--- src/hdl/twce_pkg.sv ---
// Shared types and constants for the text window cursor engine.
// Holds control-code names, register map, configuration and result structs.
// Depends on nothing.
package twce_pkg;

  // Control codes
  localparam logic [7:0] CODE_BELL      = 8'd7;
  localparam logic [7:0] CODE_BACKSPACE = 8'd8;
  localparam logic [7:0] CODE_LF        = 8'd10;
  localparam logic [7:0] CODE_HOME      = 8'd11;
  localparam logic [7:0] CODE_FF        = 8'd12;
  localparam logic [7:0] CODE_CR        = 8'd13;
  localparam logic [7:0] CODE_RIGHT     = 8'd28;
  localparam logic [7:0] CODE_LEFT      = 8'd29;
  localparam logic [7:0] CODE_ROW_INC   = 8'd30;
  localparam logic [7:0] CODE_ROW_DEC   = 8'd31;
  localparam logic [7:0] CODE_PRINT_MIN = 8'd32;

  // Register map, word index = paddr[4:2]
  localparam int unsigned PADDR_WIDTH = 5;
  localparam logic [2:0] REG_WIN_COL    = 3'd0;
  localparam logic [2:0] REG_WIN_ROW    = 3'd1;
  localparam logic [2:0] REG_WIN_WIDTH  = 3'd2;
  localparam logic [2:0] REG_WIN_HEIGHT = 3'd3;
  localparam logic [2:0] REG_TEXT_COLOR = 3'd4;

  localparam logic [7:0] RST_WIN_COL    = 8'd0;
  localparam logic [7:0] RST_WIN_ROW    = 8'd0;
  localparam logic [7:0] RST_WIN_WIDTH  = 8'd80;
  localparam logic [7:0] RST_WIN_HEIGHT = 8'd25;
  localparam logic [7:0] RST_TEXT_COLOR = 8'd7;

  typedef struct packed {
    logic [7:0] win_col;
    logic [7:0] win_row;
    logic [7:0] win_width;
    logic [7:0] win_height;
    logic [7:0] text_color;
  } cfg_t;

  typedef struct packed {
    logic [7:0] scroll_lines;
    logic       write_valid;
    logic [7:0] write_glyph;
    logic [8:0] write_row;
    logic [8:0] write_col;
    logic [7:0] write_color;
    logic       beep_pulse;
  } result_t;

endpackage

--- src/hdl/twce_apb_regs.sv ---
// APB-style configuration registers of the text window cursor engine.
// Depends on twce_pkg (register map, reset values, cfg_t).
module twce_apb_regs (
  input  logic                             clk_i,
  input  logic                             rst_ni,
  input  logic                             psel,
  input  logic                             penable,
  input  logic                             pwrite,
  input  logic [twce_pkg::PADDR_WIDTH-1:0] paddr,
  input  logic [31:0]                      pwdata,
  output logic [31:0]                      prdata,
  output logic                             pready,
  output twce_pkg::cfg_t                   cfg_o
);

  twce_pkg::cfg_t cfg_q;
  logic [2:0]     idx;
  logic           wr_en;

  assign idx    = paddr[4:2];
  assign pready = 1'b1;
  assign wr_en  = psel && penable && pwrite;

  always_ff @(posedge clk_i or negedge rst_ni) begin
    if (!rst_ni) begin
      cfg_q.win_col    <= twce_pkg::RST_WIN_COL;
      cfg_q.win_row    <= twce_pkg::RST_WIN_ROW;
      cfg_q.win_width  <= twce_pkg::RST_WIN_WIDTH;
      cfg_q.win_height <= twce_pkg::RST_WIN_HEIGHT;
      cfg_q.text_color <= twce_pkg::RST_TEXT_COLOR;
    end else if (wr_en) begin
      unique case (idx)
        twce_pkg::REG_WIN_COL:    cfg_q.win_col    <= pwdata[7:0];
        twce_pkg::REG_WIN_ROW:    cfg_q.win_row    <= pwdata[7:0];
        twce_pkg::REG_WIN_WIDTH:  cfg_q.win_width  <= pwdata[7:0];
        twce_pkg::REG_WIN_HEIGHT: cfg_q.win_height <= pwdata[7:0];
        twce_pkg::REG_TEXT_COLOR: cfg_q.text_color <= pwdata[7:0];
        default: ;
      endcase
    end
  end

  always_comb begin
    unique case (idx)
      twce_pkg::REG_WIN_COL:    prdata = {24'd0, cfg_q.win_col};
      twce_pkg::REG_WIN_ROW:    prdata = {24'd0, cfg_q.win_row};
      twce_pkg::REG_WIN_WIDTH:  prdata = {24'd0, cfg_q.win_width};
      twce_pkg::REG_WIN_HEIGHT: prdata = {24'd0, cfg_q.win_height};
      twce_pkg::REG_TEXT_COLOR: prdata = {24'd0, cfg_q.text_color};
      default:                  prdata = 32'd0;
    endcase
  end

  assign cfg_o = cfg_q;

endmodule

--- src/hdl/twce_cursor_step.sv ---
// Cursor register and one-character update logic of the text window cursor engine.
// Depends on twce_pkg (control codes, cfg_t, result_t).
module twce_cursor_step #(
  parameter int unsigned COORD_WIDTH = 8
) (
  input  logic              clk_i,
  input  logic              rst_ni,
  input  logic              advance_i,
  input  logic [7:0]        code_i,
  input  twce_pkg::cfg_t    cfg_i,
  output twce_pkg::result_t res_o
);

  localparam int unsigned IW = ((COORD_WIDTH > 8) ? COORD_WIDTH : 8) + 1;
  localparam logic [IW-1:0] CoordMax = IW'((1 << COORD_WIDTH) - 1);

  logic [COORD_WIDTH-1:0] col_q, col_d;
  logic [COORD_WIDTH-1:0] row_q, row_d;

  logic [7:0]    w, h;
  logic [IW-1:0] x, y, scroll;
  logic [IW:0]   scroll_tot, wsum_row, wsum_col;
  logic          wr, beep, ff;

  always_comb begin
    w    = (cfg_i.win_width  == 8'd0) ? 8'd1 : cfg_i.win_width;
    h    = (cfg_i.win_height == 8'd0) ? 8'd1 : cfg_i.win_height;
    x    = IW'(col_q);
    y    = IW'(row_q);
    scroll = '0;
    wr   = 1'b0;
    beep = 1'b0;
    ff   = 1'b0;

    // resolve a cursor left outside the window by the previous word
    if (x >= IW'(w)) begin
      x = '0;
      y = y + IW'(1);
    end
    if (y >= IW'(h)) begin
      scroll = y - IW'(h) + IW'(1);
      y      = IW'(h) - IW'(1);
    end

    if (code_i >= twce_pkg::CODE_PRINT_MIN) begin
      wr = 1'b1;
    end else begin
      unique case (code_i)
        twce_pkg::CODE_LF: begin
          y = y + IW'(1);
          x = '0;
        end
        twce_pkg::CODE_CR:   x = '0;
        twce_pkg::CODE_BELL: beep = 1'b1;
        twce_pkg::CODE_BACKSPACE: begin
          if (x != '0) begin
            x = x - IW'(1);
          end else if (y != '0) begin
            y = y - IW'(1);
            x = IW'(w) - IW'(1);
          end
        end
        twce_pkg::CODE_FF: begin
          ff = 1'b1;
          x  = '0;
          y  = '0;
        end
        twce_pkg::CODE_HOME: begin
          x = '0;
          y = '0;
        end
        twce_pkg::CODE_RIGHT: x = x + IW'(1);
        twce_pkg::CODE_LEFT: begin
          if (x != '0) x = x - IW'(1);
        end
        twce_pkg::CODE_ROW_INC: y = y + IW'(1);
        twce_pkg::CODE_ROW_DEC: begin
          if (y != '0) y = y - IW'(1);
        end
        default: wr = 1'b1;
      endcase
    end

    scroll_tot = (IW+1)'(scroll) + (ff ? (IW+1)'(h) : '0);
    wsum_row   = (IW+1)'(cfg_i.win_row) + (IW+1)'(y);
    wsum_col   = (IW+1)'(cfg_i.win_col) + (IW+1)'(x);

    res_o.scroll_lines = (scroll_tot > (IW+1)'(255)) ? 8'hFF : scroll_tot[7:0];
    res_o.write_valid  = wr;
    res_o.write_glyph  = wr ? code_i : 8'd0;
    res_o.write_row    = wr ? wsum_row[8:0] : 9'd0;
    res_o.write_col    = wr ? wsum_col[8:0] : 9'd0;
    res_o.write_color  = cfg_i.text_color;
    res_o.beep_pulse   = beep;

    if (wr) x = x + IW'(1);

    // saturate into the cursor register width
    col_d = (x > CoordMax) ? CoordMax[COORD_WIDTH-1:0] : x[COORD_WIDTH-1:0];
    row_d = (y > CoordMax) ? CoordMax[COORD_WIDTH-1:0] : y[COORD_WIDTH-1:0];
  end

  always_ff @(posedge clk_i or negedge rst_ni) begin
    if (!rst_ni) begin
      col_q <= '0;
      row_q <= '0;
    end else if (advance_i) begin
      col_q <= col_d;
      row_q <= row_d;
    end
  end

endmodule

--- src/hdl/text_window_cursor_engine_top.sv ---
// Text window cursor engine: one character code in, one scroll/write/beep word out.
// A character is held in the input register, then its word in the result register.
// Throughput: one word per cycle while the result side does not stall; the cursor update
// between the input and result registers is a few narrow adds and compares.
// Reset (rst_ni low, asynchronous): cursor to home, both stages empty, window
// registers to column 0, row 0, 80 x 25, colour 7.
module text_window_cursor_engine_top #(
  parameter int unsigned COORD_WIDTH = 8
) (
  input  logic                             clk_i,
  input  logic                             rst_ni,
  // configuration port
  input  logic                             psel,
  input  logic                             penable,
  input  logic                             pwrite,
  input  logic [twce_pkg::PADDR_WIDTH-1:0] paddr,
  input  logic [31:0]                      pwdata,
  output logic [31:0]                      prdata,
  output logic                             pready,
  // character input channel
  input  logic                             in_valid_i,
  output logic                             in_stall_o,
  input  logic [7:0]                       char_code_i,
  // result channel
  output logic                             out_valid_o,
  input  logic                             out_stall_i,
  output logic [7:0]                       scroll_lines_o,
  output logic                             write_valid_o,
  output logic [7:0]                       write_glyph_o,
  output logic [8:0]                       write_row_o,
  output logic [8:0]                       write_col_o,
  output logic [7:0]                       write_color_o,
  output logic                             beep_pulse_o
);

  twce_pkg::cfg_t    cfg;
  twce_pkg::result_t step_res;
  twce_pkg::result_t res_q;

  logic       in_vld_q;
  logic [7:0] code_q;
  logic       out_vld_q;
  logic       advance;
  logic       in_take;

  // Window and colour registers behind the APB-style port.
  twce_apb_regs u_regs (
    .clk_i   (clk_i),
    .rst_ni  (rst_ni),
    .psel    (psel),
    .penable (penable),
    .pwrite  (pwrite),
    .paddr   (paddr),
    .pwdata  (pwdata),
    .prdata  (prdata),
    .pready  (pready),
    .cfg_o   (cfg)
  );

  // Advance the held word into the result register whenever that register is
  // empty or its word is being taken this cycle. The cursor moves on the same
  // edge, so the next held word always sees the cursor its predecessor left.
  assign advance    = in_vld_q && (!out_vld_q || !out_stall_i);
  // Stall the input only while the held word cannot move on.
  assign in_stall_o = in_vld_q && !advance;
  assign in_take    = in_valid_i && !in_stall_o;

  twce_cursor_step #(
    .COORD_WIDTH (COORD_WIDTH)
  ) u_step (
    .clk_i     (clk_i),
    .rst_ni    (rst_ni),
    .advance_i (advance),
    .code_i    (code_q),
    .cfg_i     (cfg),
    .res_o     (step_res)
  );

  // Input register: hold the character until it has been worked on.
  always_ff @(posedge clk_i or negedge rst_ni) begin
    if (!rst_ni) begin
      in_vld_q <= 1'b0;
    end else if (in_take) begin
      in_vld_q <= 1'b1;
    end else if (advance) begin
      in_vld_q <= 1'b0;
    end
  end

  always_ff @(posedge clk_i) begin
    if (in_take) begin
      code_q <= char_code_i;
    end
  end

  // Result register: a stalled word holds; drop it once taken unless a new
  // one replaces it on the same edge.
  always_ff @(posedge clk_i or negedge rst_ni) begin
    if (!rst_ni) begin
      out_vld_q <= 1'b0;
    end else if (advance) begin
      out_vld_q <= 1'b1;
    end else if (!out_stall_i) begin
      out_vld_q <= 1'b0;
    end
  end

  always_ff @(posedge clk_i) begin
    if (advance) begin
      res_q <= step_res;
    end
  end

  assign out_valid_o    = out_vld_q;
  assign scroll_lines_o = res_q.scroll_lines;
  assign write_valid_o  = res_q.write_valid;
  assign write_glyph_o  = res_q.write_glyph;
  assign write_row_o    = res_q.write_row;
  assign write_col_o    = res_q.write_col;
  assign write_color_o  = res_q.write_color;
  assign beep_pulse_o   = res_q.beep_pulse;

`ifndef SYNTHESIS
  // A word without a glyph write carries zeroed write coordinates.
  a_nowrite_zero: assert property (@(posedge clk_i) disable iff (!rst_ni)
    (out_valid_o && !write_valid_o) |->
      (write_glyph_o == 8'd0 && write_row_o == 9'd0 && write_col_o == 9'd0))
    else $error("write fields not cleared on a non-write word");

  // Bell never writes a glyph.
  a_beep_excl: assert property (@(posedge clk_i) disable iff (!rst_ni)
    out_valid_o |-> !(beep_pulse_o && write_valid_o))
    else $error("beep and glyph write in the same word");

  // The input stalls only while a word is held that cannot move on.
  a_stall_cause: assert property (@(posedge clk_i) disable iff (!rst_ni)
    in_stall_o |-> (in_vld_q && out_vld_q && out_stall_i))
    else $error("input stalled without a blocked word");

  // A word that advances is shown at the outputs on the next edge.
  a_advance_shows: assert property (@(posedge clk_i) disable iff (!rst_ni)
    advance |=> out_valid_o)
    else $error("advanced word missing from the result register");
`endif

endmodule

--- config.mk ---
export PLATFORM = sky130hd
export DESIGN_NAME = text_window_cursor_engine_top
export DESIGN_NICKNAME = d
export VERILOG_FILES = /design/src/hdl/twce_pkg.sv /design/src/hdl/twce_apb_regs.sv /design/src/hdl/twce_cursor_step.sv /design/src/hdl/text_window_cursor_engine_top.sv
export SDC_FILE = /design/constraint.sdc
export NUM_CORES = 1
export LEC_CHECK = 0
export ABC_AREA = 1
export BUFFER_PORTS_ARGS = -buffer_cell sky130_fd_sc_hd__buf_4
export CORE_ASPECT_RATIO = 2
export CORE_MARGIN = 2
export CORE_UTILIZATION = 51
export CTS_CLUSTER_SIZE = 25
export DETAILED_ROUTE_END_ITERATION = 10
export PLACE_DENSITY_LB_ADDON = 0.12
export SLEW_MARGIN = 0
export SYNTH_ARGS = -nofsm -noshare
export SYNTH_HDL_FRONTEND = slang
export SYNTH_SLANG_ARGS = --single-unit
--- constraint.sdc ---
create_clock -name clk_i -period 9.65 [get_ports clk_i]
set_input_delay 0 -clock clk_i [delete_from_list [all_inputs] [get_ports clk_i]]
set_output_delay 0 -clock clk_i [all_outputs]
set_load 0.02 [all_outputs]
==> results of run 1 <==
[area by class of cell]
type                       instances  area, sq um  share of cell area (%)
multi-input combinational        826         4700                    48.3
sequential                       110         3020                    31.1
timing repair buffer              93          726                    7.46
inverter                         186          698                    7.17
tap                              207          259                    2.66
clock buffer                       9          225                    2.31
clock inverter                     7          104                    1.07
[stage by stage]
stage / power, uW / util [%] / instances / instance area (sq um) / setup WS [ns]
after floorplan: 3010 / - / 1169 / 8740 / 3.71
after global placement: 3640 / 55.7 / 1411 / 9290 / 2.74
after detailed placement: 3690 / 55.7 / 1411 / 9290 / 2.65
after CTS: 4120 / 58.3 / 1438 / 9730 / 2.65
after global routing: 4530 / 58.3 / 1438 / 9730 / 1.91
final: 4100 / 58.3 / 1438 / 9730 / 2.62
[flip-flops by register name, summed over array words and instances, names as in the netlist]
signal and count:
out_valid_o 1, write_valid_o 1, in_vld_q 1, beep_pulse_o 1
u_step.col_q 8, write_col_o 9, code_q 8, scroll_lines_o 8
write_color_o 8, u_regs.cfg_o 40, write_row_o 9, u_step.row_q 8
write_glyph_o 8
[routing by layer]
| layer | up-vias | part of all wire [%] |
|---|---|---|
| met5 | - | 0 |
| met4 | 0 | 5.8 |
| met3 | 70 | 3.0 |
| met2 | 215 | 53 |
| met1 | 3578 | 38 |
| li1 | 3837 | - |
[worst max-delay path, delay by kind of cell (launching register included)]
kind                     cells  cell delay, ns
AND/OR/NAND/NOR             26            2.87
adder cells (fa/ha/maj)      5            1.32
AO/OA/AOI/OAI                6            1.17
buffers and inverters        9            0.82
flip-flops                   1            0.59
[power breakdown]
| group | switching (uW) | total (uW) | internal, uW |
|---|---|---|---|
| sequential | 104 | 802 | 698 |
| combinational | 1890 | 2890 | 998 |
| clock | 184 | 416 | 232 |
[path summary, 6_finish.rpt]
| path | start | endpoint | slack [ns] | cells after the start |
|---|---|---|---|---|
| worst max-delay path | u_regs.cfg_o[22] | write_row_o[8] | 2.62 | 46 |
| worst min-delay path | pwdata[5] | u_regs.cfg_o[13] | 0.03 | 3 |
| worst max register to register | u_regs.cfg_o[22] | write_row_o[8] | 2.62 | 46 |
| worst min register to register | code_q[6] | write_glyph_o[6] | 0.45 | 0 |
| max in group asynchronous | rst_ni | u_step.row_q[0] | 8.90 | 2 |
| min in group asynchronous | rst_ni | u_step.col_q[7] | 0.24 | 2 |
[kinds of logic after synthesis]
group	synth area share, %
AO/OA/AOI/OAI	12.4
AND/OR/NAND/NOR	27.2
buffers and inverters	11.7
adder cells (fa/ha/maj)	9.92
other	0.0868
XOR/XNOR	3.73
flip-flops	34.9
[cell usage after synthesis (6+ instances only)]
cell,instances
nand2_1,252
inv_1,169
nor2_1,131
o21ai_0,76
ha_1,59
edfxtp_1,52
dfrtp_1,50
nand3_1,49
a21oi_1,44
xor2_1,30
buf_4,26
nand2_2,22
nor3_1,19
nand4_1,16
clkbuf_1,14
inv_2,14
a31oi_1,11
dfstp_2,8
nor2_2,8
nor2_4,8
o21ai_1,8
a221oi_1,7
fa_1,6
[timing repair]
action | in CTS | in global routing
buffers inserted | 0 | 0
hold buffers | 11 | 0
endpoints found under the hold margin | 60 | 0
==> summary.md, run 1 <==
| Metric | Value |
|---|---|
| Status | `completed` |
| Initial antenna violation count | `0` |
| Worst skew pair latency | `0.36 ns` |
| Met2 usage | `47.8%` |
| Die width | `96.1 microns` |
| Clock root cell | `clkbuf_16` |
| Layer with the highest usage | `met2` |
| Initial Utilization | `51.9%` |
| Io pins | `131` |
| Critical path class | `reg2reg` |
| Clock-pin slew on the worst setup and hold paths | `0.08 ns` |
| CORE AREA | `0.0167 sq mm` |
| GP Congestion | `0.937` |
| Met3 Use GR | `2.64%` |
| Share of the synthesized area in the top cell type | `18.1%` |
| Tightest Pin Transition | `0.957 ns` |
| Critical Path RT | `9.78 ns` |
| Ratio of cells with drive above 1 in the final layout | `14.7%` |
| Fin crit share | `72.8%` |
| Worst Hold Class | `in2reg` |
| RSZ-0062 raised after global routing | `no` |
| Most frequent cells in the layout | `252 x nand2_1, 168 x inv_1, 131 x nor2_1` |
| Post-cts sizing count | `0` |
| Clock tree from TritonCTS | `done` |
| Post-synth top area cell | `edfxtp_1` |
| Commonest non-fill, non-tap cell in the layout | `nand2_1` |
| Critical path's most frequent cell | `nand2_1` |
| Max stage delay on crit path | `0.59 ns` |
| Grt ovf | `0` |
| Setup TNS Final | `0 ns` |
| GRT Overall Usage | `27.0%` |
| Fin crit period | `7.03 ns` |
| Mean Syn Cell Area | `7.55 sq um` |
| Crit Path Max Fanout | `22` |
| Vias/cell | `5.35` |
| Power Density | `422 mW/mm^2` |
| Antenna Nets Post-Route | `0` |
| Sequential share of the synthesized area | `34.9%` |
| CTS max path bufs | `2` |
| Netlist cell types | `57` |
| Met1 usage | `30.6%` |
| Vias in the first global route | `7,410` |
| FF+latch count, synth | `110` |
| Worst VDD drop | `0.000237 V` |
| Post-synth EDFFs | `52` |
| WHS | `0.0281 ns` |
| DR DRC count | `0` |
| Synth top area cells | `edfxtp_1 18%, dfrtp_1 14%, nand2_1 11%, ha_1 8.5%, inv_1 7.3%` |
| Synth Cell Area | `0.00865 sq mm` |
| Max Clk Rate | `142 MHz` |
| Rows | `67` |
| # port buffers | `79` |
| Max Slew Vio Count | `0` |
| Inserted Diodes | `0` |
| Worst rel slew slack | `35.7%` |
| Most used flip-flop cell after synthesis | `edfxtp_1` |
| Fill cells | `1,601` |
| CP max-delay cell | `dfstp_2` |
| Cells after Synth | `1,146` |
| Crit path capture type | `register` |
| Pin count of the biggest net entering global routing | `59` |
| Yosys synthesis warning count | `0` |
| Final setup vio count | `0` |
| Area Overhead vs Synth | `12.5%` |
| Routed WL | `23,400 microns` |
| Routed WL per cell | `16.2 microns` |
| Die Height | `188 microns` |
| Final Hold Viols | `0` |
| Layout Nets | `1,343` |
| Startpoint types | `register` |
| H-tree levels | `3` |
| Via count | `7,700` |
| Max_cap viols | `0` |
| Leakage power total | `0.00477 uW` |
| First-pass GRT wire length | `37,300 microns` |
| Clock sinks | `110` |
| DRT Pass-1 Iters | `8` |
| Die area | `0.0181 sq mm` |
| Critical Path AT | `7.15 ns` |
| Async SR Flop Fraction | `52.7%` |
| Iter 0 DRT Violations | `275` |
| Post-DP HPWL | `18,500 microns` |
| CTS Buf Count | `9` |
| Clock skew | `0.0149 ns` |
Power figures use the tool's default switching activity.
==> run 2: changes to the inputs <==
- clock period: 9.65 -> 7.2 ns (I/O delays scaled with it)
==> summary.md, run 2 (same netlist as run 1, synthesis figures left out) <==
| Metric | Value |
|---|---|
| Pin count of the biggest net entering global routing | `59 (unchanged)` |
| Routed WL per cell | `16.3 microns (+0.27%)` |
| Worst VDD drop | `0.000348 V (+47%)` |
| DRT Pass-1 Iters | `5 (-3)` |
| Vias in the first global route | `7,334 (-1.0%)` |
| Grt ovf | `0 (unchanged)` |
| CTS Buf Count | `9 (unchanged)` |
| Fill cells | `1,616 (+0.94%)` |
| H-tree levels | `3 (unchanged)` |
| Post-DP HPWL | `18,600 microns (+0.35%)` |
| Worst rel slew slack | `31.7% (-4.0 points)` |
| Setup TNS Final | `0 ns (unchanged)` |
| # port buffers | `79 (unchanged)` |
| Antenna Nets Post-Route | `0 (unchanged)` |
| Clock tree from TritonCTS | `done` |
| Clock sinks | `110 (unchanged)` |
| Worst skew pair latency | `0.36 ns (about the same)` |
| Register area | `0.00302 sq mm (unchanged)` |
| Iter 0 DRT Violations | `323 (+17%)` |
| Die width | `96.1 microns (unchanged)` |
| Clock root cell | `clkbuf_16` |
| Critical Path RT | `7.32 ns (-2.46 ns)` |
| Via count | `7,696 (-0.052%)` |
| Critical path's most frequent cell | `nand2_1` |
| Routed WL | `23,500 microns (+0.48%)` |
| WHS | `0.0156 ns (-0.0125 ns)` |
| Startpoint types | `register` |
| Final Hold Viols | `0 (unchanged)` |
| Max Clk Rate | `153 MHz (+7.2%)` |
| Rows | `67 (unchanged)` |
| RSZ-0062 raised after global routing | `no` |
| CP max-delay cell | `dfstp_2` |
| Crit path capture type | `register` |
| Max reg flops | `40 (unchanged)` |
| Post-route setup slack | `0.643 ns (-1.98 ns)` |
| Final setup vio count | `0 (unchanged)` |
| Status | `completed` |
| Initial antenna violation count | `0 (unchanged)` |
| Io pins | `131 (unchanged)` |
| Power Density | `568 mW/mm^2 (+35%)` |
| Vias/cell | `5.34 (-0.26%)` |
| GP Congestion | `0.950 (+1.4%)` |
| Initial Utilization | `51.9% (unchanged)` |
| Max_cap viols | `0 (unchanged)` |
| GRT Overall Usage | `27.0% (+0.035 points)` |
| Fin crit share | `91.1% (+18 points)` |
| Max Slew Vio Count | `0 (unchanged)` |
| Die area | `0.0181 sq mm (unchanged)` |
| Ratio of cells with drive above 1 in the final layout | `15.1% (+0.37 points)` |
| Die Height | `188 microns (unchanged)` |
| Inserted Diodes | `0 (unchanged)` |
| Commonest non-fill, non-tap cell in the layout | `nand2_1` |
| Clock skew | `0.00855 ns (-0.00633 ns)` |
| Worst Hold Class | `in2reg` |
| Leakage power total | `0.00479 uW (+0.35%)` |
| DR DRC count | `0 (unchanged)` |
| Clock-pin slew on the worst setup and hold paths | `0.08 ns (about the same)` |
| Most frequent cells in the layout | `252 x nand2_1, 168 x inv_1, 131 x nor2_1` |
| Post-CTS setup buffer count | `0 (unchanged)` |
| Pre-CTS WS | `0.612 ns (-2.04 ns)` |
| Max stage delay on crit path | `0.59 ns (about the same)` |
| Fin crit period | `6.56 ns (-0.469 ns)` |
| CTS max path bufs | `2 (unchanged)` |
| Layout Nets | `1,346 (+0.22%)` |
| Crit Path Max Fanout | `14 (-36%)` |
| Tightest Pin Transition | `1.02 ns (+0.0594 ns)` |
| Critical Path AT | `6.68 ns (-0.47 ns)` |
| First-pass GRT wire length | `37,300 microns (about the same)` |
| Area Overhead vs Synth | `12.9%` |
| Area occupied by multi-input gates | `0.00471 sq mm (+0.24%)` |
| Critical path class | `reg2reg` |
| CORE AREA | `0.0167 sq mm (unchanged)` |
## run 2: where the power goes
part           internal [uW]  switching, uW
registers                936            138
clock network            313            244
logic                   1370           2540
## run 2: final timing paths
check | from | end | slack, ns | depth (start not counted)
setup / recovery | u_regs.cfg_o[22] | write_row_o[8] | 0.64 | 52
hold reg to reg | code_q[6] | write_glyph_o[6] | 0.46 | 0
hold / removal | pwdata[0] | u_regs.cfg_o[24] | 0.02 | 3
min in group asynchronous | rst_ni | u_step.col_q[7] | 0.25 | 2
setup reg to reg | u_regs.cfg_o[22] | write_row_o[8] | 0.64 | 52
max in group asynchronous | rst_ni | u_step.row_q[4] | 6.43 | 2
## run 2: layout make-up
type | instances | share of cell area [%]
Timing Repair Buffer | 96 | 7.66
Clock buffer | 10 | 2.34
Sequential cell | 110 | 31.0
Multi-Input combinational cell | 826 | 48.2
Tap cell | 207 | 2.65
Inverter | 186 | 7.15
Clock inverter | 6 | 1.02
## run 2: worst max-delay path, delay by kind of cell (launching register included)
kind / cells / cell delay [ns]
flip-flops: 1 / 0.59
buffers and inverters: 9 / 0.60
AND/OR/NAND/NOR: 32 / 2.80
AO/OA/AOI/OAI: 6 / 1.07
adder cells (fa/ha/maj): 5 / 1.25
## run 2: layer usage
metal	track usage [%]	vias up	routed length (microns)
li1	-	3835	-
met1	30.6	3587	8880
met2	48.9	213	12700
met3	3.04	61	803
met4	12.4	0	1050
met5	0	-	0
## run 2: metrics by stage
| stage | total power (uW) | cell area (sq um) | cells | util (%) |
|---|---|---|---|---|
| after CTS | 5560 | 9760 | 1441 | 58.5 |
| after global routing | 6130 | 9770 | 1441 | 58.5 |
| final | 5550 | 9770 | 1441 | 58.5 |
| after global placement | 4920 | 9320 | 1414 | 55.8 |
| after floorplan | 4040 | 8740 | 1169 | - |
| after detailed placement | 4970 | 9320 | 1414 | 55.8 |
## run 2: what timing repair did
item | 4_1_cts | 5_1_grt
hold endpoints to repair | 60 | 0
resized for setup | 0 | 2
hold buffers | 11 | 0
endpoints found under the setup margin | 0 | 3
